## config.mk

```make
export PLATFORM = sky130hd
export DESIGN_NAME = rom_image_header_stream_parser_unit
export DESIGN_NICKNAME = d
export VERILOG_FILES = /design/src/sv/rihsp_pkg.sv /design/src/sv/rihsp_decode.sv /design/src/sv/rihsp_seq.sv /design/src/sv/rom_image_header_stream_parser_unit.sv
export SDC_FILE = /design/constraint.sdc
export NUM_CORES = 1
export LEC_CHECK = 0
export BUFFER_PORTS_ARGS = -buffer_cell sky130_fd_sc_hd__buf_2
export CAP_MARGIN = 30
export CORE_MARGIN = 8
export CORE_UTILIZATION = 55
export DETAILED_ROUTE_END_ITERATION = 10
export GPL_ROUTABILITY_DRIVEN = 0
export GPL_TIMING_DRIVEN = 0
export HOLD_SLACK_MARGIN = 0.02
export PLACE_DENSITY_LB_ADDON = 0.1
export RECOVER_POWER = 100
export SLEW_MARGIN = 20
export SYNTH_ARGS = -nofsm -noshare
export SYNTH_HDL_FRONTEND = slang
export SYNTH_SLANG_ARGS = --single-unit
export TNS_END_PERCENT = 20
```

## constraint.sdc

```tcl
create_clock -name clock -period 11.2 [get_ports clock]
set_input_delay 0.56 -clock clock [delete_from_list [all_inputs] [get_ports clock]]
set_output_delay 0.56 -clock clock [all_outputs]
set_load 0.02 [all_outputs]
```

## src/sv/rihsp_pkg.sv

```systemverilog
`default_nettype none

package rihsp_pkg;

   // Address range of the image: sizes saturate at 2^ADDR_BITS bytes
   localparam int ADDR_BITS = 24;
   localparam int SIZE_W    = ADDR_BITS + 1;
   localparam int POS_W     = 24;
   localparam int CALC_W    = ADDR_BITS + 16;

   localparam logic [CALC_W-1:0] SIZE_CAP = CALC_W'(1) << ADDR_BITS;

   // Only header bytes 0..9 feed the decode
   localparam int HDR_KEEP  = 10;
   localparam int HDR_LEN   = 16;
   localparam int TRAINER_LEN = 512;

   localparam logic [4:0] PRG_SHIFT = 5'd14;   // 16 KiB units
   localparam logic [4:0] CHR_SHIFT = 5'd13;   // 8 KiB units

   localparam logic [7:0] MAGIC_0 = 8'h4E;
   localparam logic [7:0] MAGIC_1 = 8'h45;
   localparam logic [7:0] MAGIC_2 = 8'h53;
   localparam logic [7:0] MAGIC_3 = 8'h1A;

   localparam logic [3:0] NES2_MASK = 4'h0C;
   localparam logic [3:0] NES2_ID   = 4'h08;
   localparam logic [3:0] EXP_NIB   = 4'h0F;

   localparam logic [2:0] REG_HEADER  = 3'd0;
   localparam logic [2:0] REG_TRAINER = 3'd1;
   localparam logic [2:0] REG_PRG     = 3'd2;
   localparam logic [2:0] REG_CHR     = 3'd3;
   localparam logic [2:0] REG_EXCESS  = 3'd4;

   localparam logic [1:0] FMT_INVALID = 2'd0;
   localparam logic [1:0] FMT_INES    = 2'd1;
   localparam logic [1:0] FMT_NES2    = 2'd2;

   typedef logic [HDR_KEEP-1:0][7:0] hdr_bytes_type;

   typedef struct packed {
      logic [1:0]        fmt;
      logic [SIZE_W-1:0] prg_bytes;
      logic [SIZE_W-1:0] chr_bytes;
   } dec_type;

   typedef struct packed {
      logic [2:0]        region;
      logic [POS_W-1:0]  offset;
      logic [7:0]        data_out;
      logic              header_done;
      logic [1:0]        format;
      logic [SIZE_W-1:0] prg_bytes;
      logic [SIZE_W-1:0] chr_bytes;
      logic [11:0]       mapper;
      logic [3:0]        submapper;
      logic              trainer_present;
      logic [1:0]        console_type;
      logic              image_done;
   } rsp_type;

   // Size in bytes from a count nibble and low byte: units, or 2^E*(2M+1)
   function automatic logic [SIZE_W-1:0] calc_size(input logic [3:0] nib,
                                                   input logic [7:0] lo,
                                                   input logic [4:0] unit_sh,
                                                   input logic       nes2);
      logic [CALC_W-1:0] v;
      logic [5:0]        e;
      logic [2:0]        m;
      e = lo[7:2];
      m = {lo[1:0], 1'b1};
      if (!nes2) begin
         v = CALC_W'(lo) << unit_sh;
      end else if (nib == EXP_NIB) begin
         if (e >= 6'(ADDR_BITS)) begin
            v = SIZE_CAP;
         end else begin
            v = CALC_W'(m) << e;
         end
      end else begin
         v = CALC_W'({nib, lo}) << unit_sh;
      end
      if (v > SIZE_CAP) begin
         v = SIZE_CAP;
      end
      return v[SIZE_W-1:0];
   endfunction

endpackage

`default_nettype wire

```

## src/sv/rihsp_decode.sv

```systemverilog
`default_nettype none

module rihsp_decode (
   input  wire rihsp_pkg::hdr_bytes_type hdr,
   output rihsp_pkg::dec_type            dec
);

   logic magic_ok;
   logic nes2;

   assign magic_ok = (hdr[0] == rihsp_pkg::MAGIC_0) && (hdr[1] == rihsp_pkg::MAGIC_1) &&
                     (hdr[2] == rihsp_pkg::MAGIC_2) && (hdr[3] == rihsp_pkg::MAGIC_3);
   assign nes2     = (hdr[7][3:0] & rihsp_pkg::NES2_MASK) == rihsp_pkg::NES2_ID;

   always_comb begin
      dec.fmt       = rihsp_pkg::FMT_INVALID;
      dec.prg_bytes = '0;
      dec.chr_bytes = '0;
      if (magic_ok) begin
         dec.fmt       = nes2 ? rihsp_pkg::FMT_NES2 : rihsp_pkg::FMT_INES;
         dec.prg_bytes = rihsp_pkg::calc_size(hdr[9][3:0], hdr[4],
                                              rihsp_pkg::PRG_SHIFT, nes2);
         dec.chr_bytes = rihsp_pkg::calc_size(hdr[9][7:4], hdr[5],
                                              rihsp_pkg::CHR_SHIFT, nes2);
      end
   end

endmodule

`default_nettype wire

```

## src/sv/rihsp_seq.sv

```systemverilog
`default_nettype none

module rihsp_seq (
   input  wire                 clock,
   input  wire                 reset,
   input  wire                 fire,
   input  wire [7:0]           data_byte,
   input  wire                 restart,
   output rihsp_pkg::rsp_type  result
);

   logic [2:0]                   region_ff, region_in;
   logic [rihsp_pkg::POS_W-1:0]  pos_ff, pos_in;
   logic [1:0]                   fmt_ff, fmt_in;
   logic [rihsp_pkg::SIZE_W-1:0] prg_ff, prg_in;
   logic [rihsp_pkg::SIZE_W-1:0] chr_ff, chr_in;
   rihsp_pkg::hdr_bytes_type     hdr_ff;
   rihsp_pkg::dec_type           dec;

   logic [2:0]                   reg_cur;
   logic [rihsp_pkg::POS_W-1:0]  pos_cur;
   logic [1:0]                   fmt_cur;
   logic [rihsp_pkg::SIZE_W-1:0] prg_cur;
   logic [rihsp_pkg::SIZE_W-1:0] chr_cur;
   logic [rihsp_pkg::SIZE_W-1:0] pos_next_wide;
   logic                         ends;
   logic                         hdone;
   logic [2:0]                   reg_eff;
   logic [2:0]                   nxt;
   logic                         trainer;
   logic                         nes2;
   logic                         show;

   rihsp_decode u_decode (
      .hdr (hdr_ff),
      .dec (dec)
   );

   // Restart makes this word header byte 0 of a fresh image
   assign reg_cur = restart ? rihsp_pkg::REG_HEADER : region_ff;
   assign pos_cur = restart ? '0 : pos_ff;
   assign fmt_cur = restart ? rihsp_pkg::FMT_INVALID : fmt_ff;
   assign prg_cur = restart ? '0 : prg_ff;
   assign chr_cur = restart ? '0 : chr_ff;

   assign pos_next_wide = {1'b0, pos_cur} + rihsp_pkg::SIZE_W'(1);
   assign trainer       = hdr_ff[6][2];

   always_comb begin
      ends    = 1'b0;
      hdone   = 1'b0;
      reg_eff = reg_cur;
      case (reg_cur)
         rihsp_pkg::REG_HEADER: begin
            if (pos_cur >= rihsp_pkg::POS_W'(rihsp_pkg::HDR_LEN - 1)) begin
               ends  = 1'b1;
               hdone = 1'b1;
            end
         end
         rihsp_pkg::REG_TRAINER: begin
            ends = pos_cur >= rihsp_pkg::POS_W'(rihsp_pkg::TRAINER_LEN - 1);
         end
         rihsp_pkg::REG_PRG: begin
            ends = pos_next_wide >= prg_cur;
         end
         rihsp_pkg::REG_CHR: begin
            ends = pos_next_wide >= chr_cur;
         end
         default: begin
            reg_eff = rihsp_pkg::REG_EXCESS;
         end
      endcase
   end

   // Header end latches the decode, otherwise hold
   assign fmt_in = hdone ? dec.fmt : fmt_cur;
   assign prg_in = hdone ? dec.prg_bytes : prg_cur;
   assign chr_in = hdone ? dec.chr_bytes : chr_cur;

   // Skip empty regions
   always_comb begin
      if (fmt_in == rihsp_pkg::FMT_INVALID) begin
         nxt = rihsp_pkg::REG_EXCESS;
      end else if (reg_eff == rihsp_pkg::REG_HEADER && trainer) begin
         nxt = rihsp_pkg::REG_TRAINER;
      end else if (reg_eff <= rihsp_pkg::REG_TRAINER && prg_in != '0) begin
         nxt = rihsp_pkg::REG_PRG;
      end else if (reg_eff <= rihsp_pkg::REG_PRG && chr_in != '0) begin
         nxt = rihsp_pkg::REG_CHR;
      end else begin
         nxt = rihsp_pkg::REG_EXCESS;
      end
   end

   assign region_in = ends ? nxt : reg_eff;
   assign pos_in    = ends ? '0 : pos_next_wide[rihsp_pkg::POS_W-1:0];

   always_ff @(posedge clock) begin
      if (reset) begin
         region_ff <= rihsp_pkg::REG_HEADER;
         pos_ff    <= '0;
         fmt_ff    <= rihsp_pkg::FMT_INVALID;
         prg_ff    <= '0;
         chr_ff    <= '0;
      end else if (fire) begin
         region_ff <= region_in;
         pos_ff    <= pos_in;
         fmt_ff    <= fmt_in;
         prg_ff    <= prg_in;
         chr_ff    <= chr_in;
      end
   end

   always_ff @(posedge clock) begin
      for (int i = 0; i < rihsp_pkg::HDR_KEEP; i++) begin
         if (fire && reg_cur == rihsp_pkg::REG_HEADER && pos_cur[3:0] == 4'(i)) begin
            hdr_ff[i] <= data_byte;
         end
      end
   end

   assign nes2 = fmt_in == rihsp_pkg::FMT_NES2;
   assign show = (fmt_in != rihsp_pkg::FMT_INVALID) && (region_in != rihsp_pkg::REG_HEADER);

   always_comb begin
      result.region      = reg_eff;
      result.offset      = pos_cur;
      result.data_out    = data_byte;
      result.header_done = hdone;
      result.image_done  = ends && (fmt_in != rihsp_pkg::FMT_INVALID) &&
                           (nxt == rihsp_pkg::REG_EXCESS);
      result.format          = '0;
      result.prg_bytes       = '0;
      result.chr_bytes       = '0;
      result.mapper          = '0;
      result.submapper       = '0;
      result.trainer_present = 1'b0;
      result.console_type    = '0;
      if (show) begin
         result.format          = fmt_in;
         result.prg_bytes       = prg_in;
         result.chr_bytes       = chr_in;
         result.mapper          = {(nes2 ? hdr_ff[8][3:0] : 4'h0),
                                   hdr_ff[7][7:4], hdr_ff[6][7:4]};
         result.submapper       = nes2 ? hdr_ff[8][7:4] : 4'h0;
         result.trainer_present = trainer;
         result.console_type    = hdr_ff[7][1:0];
      end
   end

endmodule

`default_nettype wire

```

## src/sv/rom_image_header_stream_parser_unit.sv

```systemverilog
`default_nettype none

// Cartridge image header parser. Feed the image one byte per word on req_;
// set req_tuser on the first byte of each image. Every byte gives one result
// word on rsp_ with its region tag (header, trainer, PRG, CHR, excess) and its
// offset in that region; from the sixteenth header byte on, the decoded
// format, PRG/CHR sizes (saturated at 16 MiB), mapper, submapper, trainer
// flag and console type ride along, and rsp_tlast marks the final data byte.
// One byte is taken every clock unless rsp_tready holds the output; a byte is
// registered in the input register, then its result word in the result register
// that drives rsp_. The rate is set by the single step of region counter compare
// and header decode between the input register and the result register.
module rom_image_header_stream_parser_unit (
   input  wire          clock,
   input  wire          reset,
   input  wire          req_tvalid,
   output logic         req_tready,
   input  wire  [7:0]   req_tdata,   // [7:0] data_byte
   input  wire          req_tuser,   // [0] restart
   output logic         rsp_tvalid,
   input  wire          rsp_tready,
   output logic [103:0] rsp_tdata,   // offset, data_out, header_done, format,
                                     // prg_bytes, chr_bytes, mapper, submapper,
                                     // trainer_present, console_type
   output logic [2:0]   rsp_tuser,   // [2:0] region
   output logic         rsp_tlast    // image_done
);

   logic               s1_valid_ff, s1_valid_in;
   logic [7:0]         s1_data_ff;
   logic               s1_restart_ff;
   logic               rsp_valid_ff, rsp_valid_in;
   rihsp_pkg::rsp_type rsp_ff;
   rihsp_pkg::rsp_type result;
   logic               out_en;
   logic               s1_fire;

   assign out_en      = !rsp_valid_ff || rsp_tready;
   assign s1_fire     = s1_valid_ff && out_en;
   assign req_tready  = !s1_valid_ff || out_en;
   assign s1_valid_in = req_tready ? req_tvalid : s1_valid_ff;
   assign rsp_valid_in = out_en ? s1_valid_ff : rsp_valid_ff;

   rihsp_seq u_seq (
      .clock     (clock),
      .reset     (reset),
      .fire      (s1_fire),
      .data_byte (s1_data_ff),
      .restart   (s1_restart_ff),
      .result    (result)
   );

   always_ff @(posedge clock) begin
      if (reset) begin
         s1_valid_ff  <= 1'b0;
         rsp_valid_ff <= 1'b0;
      end else begin
         s1_valid_ff  <= s1_valid_in;
         rsp_valid_ff <= rsp_valid_in;
      end
   end

   always_ff @(posedge clock) begin
      if (req_tready && req_tvalid) begin
         s1_data_ff    <= req_tdata;
         s1_restart_ff <= req_tuser;
      end
      if (s1_fire) begin
         rsp_ff <= result;
      end
   end

   assign rsp_tvalid = rsp_valid_ff;
   assign rsp_tuser  = rsp_ff.region;
   assign rsp_tlast  = rsp_ff.image_done;
   assign rsp_tdata  = {rsp_ff.console_type, rsp_ff.trainer_present, rsp_ff.submapper,
                        rsp_ff.mapper, rsp_ff.chr_bytes, rsp_ff.prg_bytes,
                        rsp_ff.format, rsp_ff.header_done, rsp_ff.data_out,
                        rsp_ff.offset};

endmodule

`default_nettype wire
```

; ---- After elaboration in Yosys (flattened, before gate mapping)
; Index checks and enable logic that the tools add are counted.
[totals]
in_bits = 13
output_inout_bits = 110
reg_bits = 278
[op_classes]
n_addsub = 1
order_cmp = 10
shifts = 2
n_mux = 30
reduce_logical = 36
n_eq_ne = 21
[ops]
columns = operator, count
row1 = $mux 40, 8
row2 = $mux 25, 6
row3 = $gt 40x25->1 const B, 2
row4 = $shl 3x6->40, 2
row5 = $mux 52, 1
row6 = $ge 25x25->1, 2
row7 = $reduce_bool 25->1, 2
row8 = $mux 24, 2
row9 = $add 24x1->25 const B, 1
row10 = $eq 8x7->1 const B, 3
row11 = $ge 24x4->1 const B, 1
row12 = $ge 24x9->1 const B, 1
row13 = $logic_and 1x1->1, 22
row14 = $mux 3, 7
row15 = $eq 4x3->1 const B, 4
row16 = $eq 4x4->1 const B, 4
row17 = $ge 6x5->1 const B, 2
row18 = $eq 4x2->1 const B, 2
row19 = $eq 8x5->1 const B, 1
row20 = $eq 3x2->1 const B, 2
row21 = $logic_not 3->1, 2
row22 = $mux 2, 3
row23 = $eq 2x2->1 const B, 2
row24 = $eq 4x1->1 const B, 1
row25 = other kinds (14), 17

; ---- Longest topological paths before layout
[logic_depth]
ltp_word = 19
depth_mapped = 24
mapped_depth_nobuf = 19

; ---- By module
; From an unflattened synthesis, not the netlist that was laid out.
[hier_totals]
cells_unflattened = 1390
hier_area_um2 = 14505.2
[modules_own_cells]
columns = module, cells_per_inst, n_inst, area_per_inst_um2, seq_area_each_um2
row1 = rihsp_seq, 1006, 1, 9295.2, 3983.8
row2 = rom_image_header_stream_parser_unit, 127, 1, 3617.2, 3553.4
row3 = rihsp_decode, 257, 1, 1592.8, 0.0

; ---- Worst setup path before layout
; OpenSTA, ideal clock, no wires.
[synth_path]
path_kind = in2reg
start = in rsp_tready
end = reg rsp_ff, in the netlist rsp_tdata[0], enable pin
stages = 5
required_ns = 10.685
path_slack_ns = 6.373
setup_ns = 0.515
arrival_ns = 4.312
cell_sequence = nor2b_1 nand2b_1 inv_1 clkbuf_1 clkbuf_1
[synth_between]
elab_chain_len = 2
[synth_rtl]
columns = item, line_no
row1 = start: declaration, rom_image_header_stream_parser_unit.sv:21  ; input wire rsp_tready,
row2 = $logic_or 1x1->1, rom_image_header_stream_parser_unit.sv:38  ; assign out_en = !rsp_valid_ff || rsp_tready;
row3 = $logic_and 1x1->1, rom_image_header_stream_parser_unit.sv:39  ; assign s1_fire = s1_valid_ff && out_en;
row4 = named net s1_fire, rom_image_header_stream_parser_unit.sv:36  ; logic s1_fire;
row5 = end signal: assignment, rom_image_header_stream_parser_unit.sv:69  ; rsp_ff <= result;
row6 = end: declaration, rom_image_header_stream_parser_unit.sv:33  ; rihsp_pkg::rsp_type rsp_ff;
; The timed path passes the listed nets, and every way through them passes these cells.
; A chain may end at the register's enable or synchronous reset.

==> impl_metrics.ini <==
[place]
hpwl_mm = 29.3
port_buffers = 121
dpl_cell_area_um2 = 14700

[global_routing]
grt_pass1_wl_mm = 59.9
grt_start_max_net_pins = 60
grt_pass1_vias = 10321
grt_antenna_before_repair = 0
track_usage_pct = 25.3
grt-ovfl-total = 0

[clocking]
root_buffer = clkbuf_16
cts_buffers = 28
cts_tree = done
cts_htree_levels = 1
insertion_delay_ps = 560
cts_max_path_buffers = 3
cts_sinks = 275
cts.hold.buffers_added = 0
clkTransAtPathRegs_ps = 60
cts_resized = 0
cts_setup_buffers = 0

[run_status]
outcome = complete, but fails checks
violations = capacitance limit, slew limit

[timing]
slew_headroom_pct = -111
worst_pin_slew_ps = 3160
fin_setup_tns_ps = 0
period_minus_slack_ps = 7800
setup_viol = 0
slew_violations = 122
rsz0062_at_grt = no
clock_skew_ps = 17.7
fin_crit_sh_pct = 69.7
finalHoldViolCount = 0
clock.fmax_mhz = 128

[logic_synthesis]
synth_area_leaders = edfxtp_1 (43%), dfxtp_1 (12%), nor2_1 (5.2%)
ys_ff_latch = 275
avgSynthCellArea_um2 = 10.6
synth-compound-area-share_pct = 13.9
synth_area_leader_cell = edfxtp_1
seq_area_frac_synth_pct = 54.6
synthSimpleGateAreaFrac_pct = 21.4
syn_area_um2 = 13600
synthMuxAreaShare_pct = 0.385
synthFlopType = edfxtp_1
synth.distinct_cells = 78
netlist_top_cells_count = edfxtp_1 (194), nor2_1 (189), nand2_1 (83)
synthXorXnorAreaFrac_pct = 1.35
synthAdderAreaFrac_pct = 4.96
synth_top_family_by_area = simple AND/OR/NAND/NOR gates
netlist.area_leader.share_pct = 42.7
synth_most_common_cell = edfxtp_1
async_flop_share_pct = 0
synth_edf_count = 194
yosysWarnings = 0
synth_nets = 1359
synthCells = 1292

[layout]
syn_to_final_growth_pct = 12.3
antennaDiodeCount = 0
drive_above_1_share_pct = 5.73
stdcell_area_um2 = 15300
n_fill_cell = 2070
nets = 1512

[routing]
dr.pass1.iters = 8
postRouteWirelength_mm = 39.4
postRouteAntennaNets = 0
route.detailed.drc = 0
vias = 11095
drt_iter0_markers = 1406
wl_per_cell_um = 22.0
via_per_inst = 6.19

[setup_path]
r2r_cells = 22
crit_type = flop to flop
rrSetupSlack_ps = 3400
startpoint_type = flop
cp-end-kind = flop
path_max_fanout = 10
critPathLaunch = s1_restart_ff
r2r_end = rsp_tdata[59]
arrival_ps = 8070
worstSetupEndpoint = rsp_tdata[59]
worstReg2RegStart = s1_restart_ff
cp.required_ps = 11460

[die]
initial_core_util_pct = 56.1
fp.dieH_um = 173
die_width_um = 173
dieArea_um2 = 30100
io_pins = 123
rows = 57
core-area_um2 = 24300

[run]
cap_violations = 3

[pwr]
combPwrFrac_pct = 4.9
vdd_ir_drop_max_uv = 118
seqPwrFrac_pct = 52.3
power.internal_mw = 1.67
swShare_pct = 22.8
p_sw_uw = 493
clkPwrFrac_pct = 42.8
p_leak_nw = 5.06
power_density_nw_per_um2 = 141

[hold_path]
hold_path_class = input pin to flop
-- final cells by class --
cell class	count	area (µm²)	share of cell area, %
multi-input cells	907	5650	36.9
flip-flops and latches	275	7450	48.6
plain buffers	78	295	1.93
clock buffers	36	771	5.03
repair buffers	123	475	3.11
clock inverters	16	149	0.973
well taps	324	405	2.65
inverters	32	120	0.785
-- worst min-delay path by stage --
stage	slack, ps	depth (start not counted)	endpoint	from
2_1_floorplan	450	2	u_seq.pos_ff[1]	u_seq.pos_ff[1]
3_3_place_gp	460	2	u_seq.pos_ff[16]	u_seq.pos_ff[16]
3_5_place_dp	470	2	u_seq.pos_ff[1]	u_seq.pos_ff[1]
4_1_cts	150	1	s1_restart_ff	req_tuser
5_1_grt	160	1	s1_data_ff[5]	req_tdata[5]
6_report	180	1	s1_restart_ff	req_tuser
-- cell usage in the layout (no fill, tap or decap), types with 6 or more instances in the layout --
cell       count
buf_2         13
ha_1          54
and3_1        10
xor2_1        10
a21o_1         6
nand2b_1      68
nor3_1        21
nand4_1       20
nand2_1       83
a22oi_1       75
edfxtp_1     194
a32oi_1       17
a21oi_1       65
a211oi_1      14
nor2_1       189
inv_1         32
nor4_1        27
o21ai_0       23
a31oi_1        6
clkbuf_1     189
nand3_1       33
clkbuf_16     28
and2_0        13
xnor2_1       11
or3_1          7
nor2b_1       28
or3b_2         6
o32ai_1        6
dfxtp_1       81
nand3_2        9
-- power groups by stage --
stage | Combinational, mW | Clock, mW | Sequential (mW)
after floorplan | 0.0434 | 0 | 1.17
after global placement | 0.111 | 0 | 1.15
after detailed placement | 0.114 | 0 | 1.15
after CTS | 0.115 | 0.938 | 1.13
after global routing | 0.113 | 0.976 | 1.13
final | 0.107 | 0.925 | 1.13
-- sequential cells by signal (all words and copies together) (netlist names) --
register / count
u_seq.region_ff: 3
rsp_tuser: 3
u_seq.pos_ff: 24
u_seq.prg_ff: 25
rsp_tlast: 1
s1_data_ff: 8
u_seq.fmt_ff: 2
u_seq.chr_ff: 25
rsp_tvalid: 1
s1_restart_ff: 1
rsp_tdata: 104
s1_valid_ff: 1
u_seq.hdr_ff: 77
-- stage by stage --
stage	utilization, %	worst slack (ps)	hold slack (ps)	total power [mW]	instances
after floorplan	-	6370	446	1.21	1292
after detailed placement	60.5	4800	472	1.26	1739
after CTS	64.2	4770	152	2.18	1791
after global routing	62.9	3190	159	2.22	1791
final	62.9	3400	175	2.16	1791
after global placement	60.2	4430	464	1.26	1737
-- cells by family after synthesis --
kind of cell	Yosys count
AOI/OAI and AO/OA	268
buffers and inverters	110
DFF	275
adders and majority gates	54
and+or+nand+nor	559
xor gates and xnor gates	21
muxes	5
-- routing by layer --
layer	share of wire [%]	GRT usage (%)
met1	42	35.2
met2	43	37.5
met3	11	6.21
met4	3.6	9.49
met5	0	0
-- worst max-delay path, cell delays in order, from the launching register on --
cell and delay, ps:
edfxtp_1 500, clkbuf_1 310, clkbuf_1 380, nand2b_1 290, inv_1 140, ha_1 330
nand3_1 190, nor4_1 560, nand4_1 310, nor3_1 350, and3_1 300, xnor2_1 150
nor2_1 90, ha_1 310, and4_1 230, and3_1 200, nand2b_1 100, o211ai_1 100
or3_1 380, clkbuf_1 210, o21ai_0 1360, clkbuf_1 530, nor2_1 160
(Power assumes the default switching activity.)
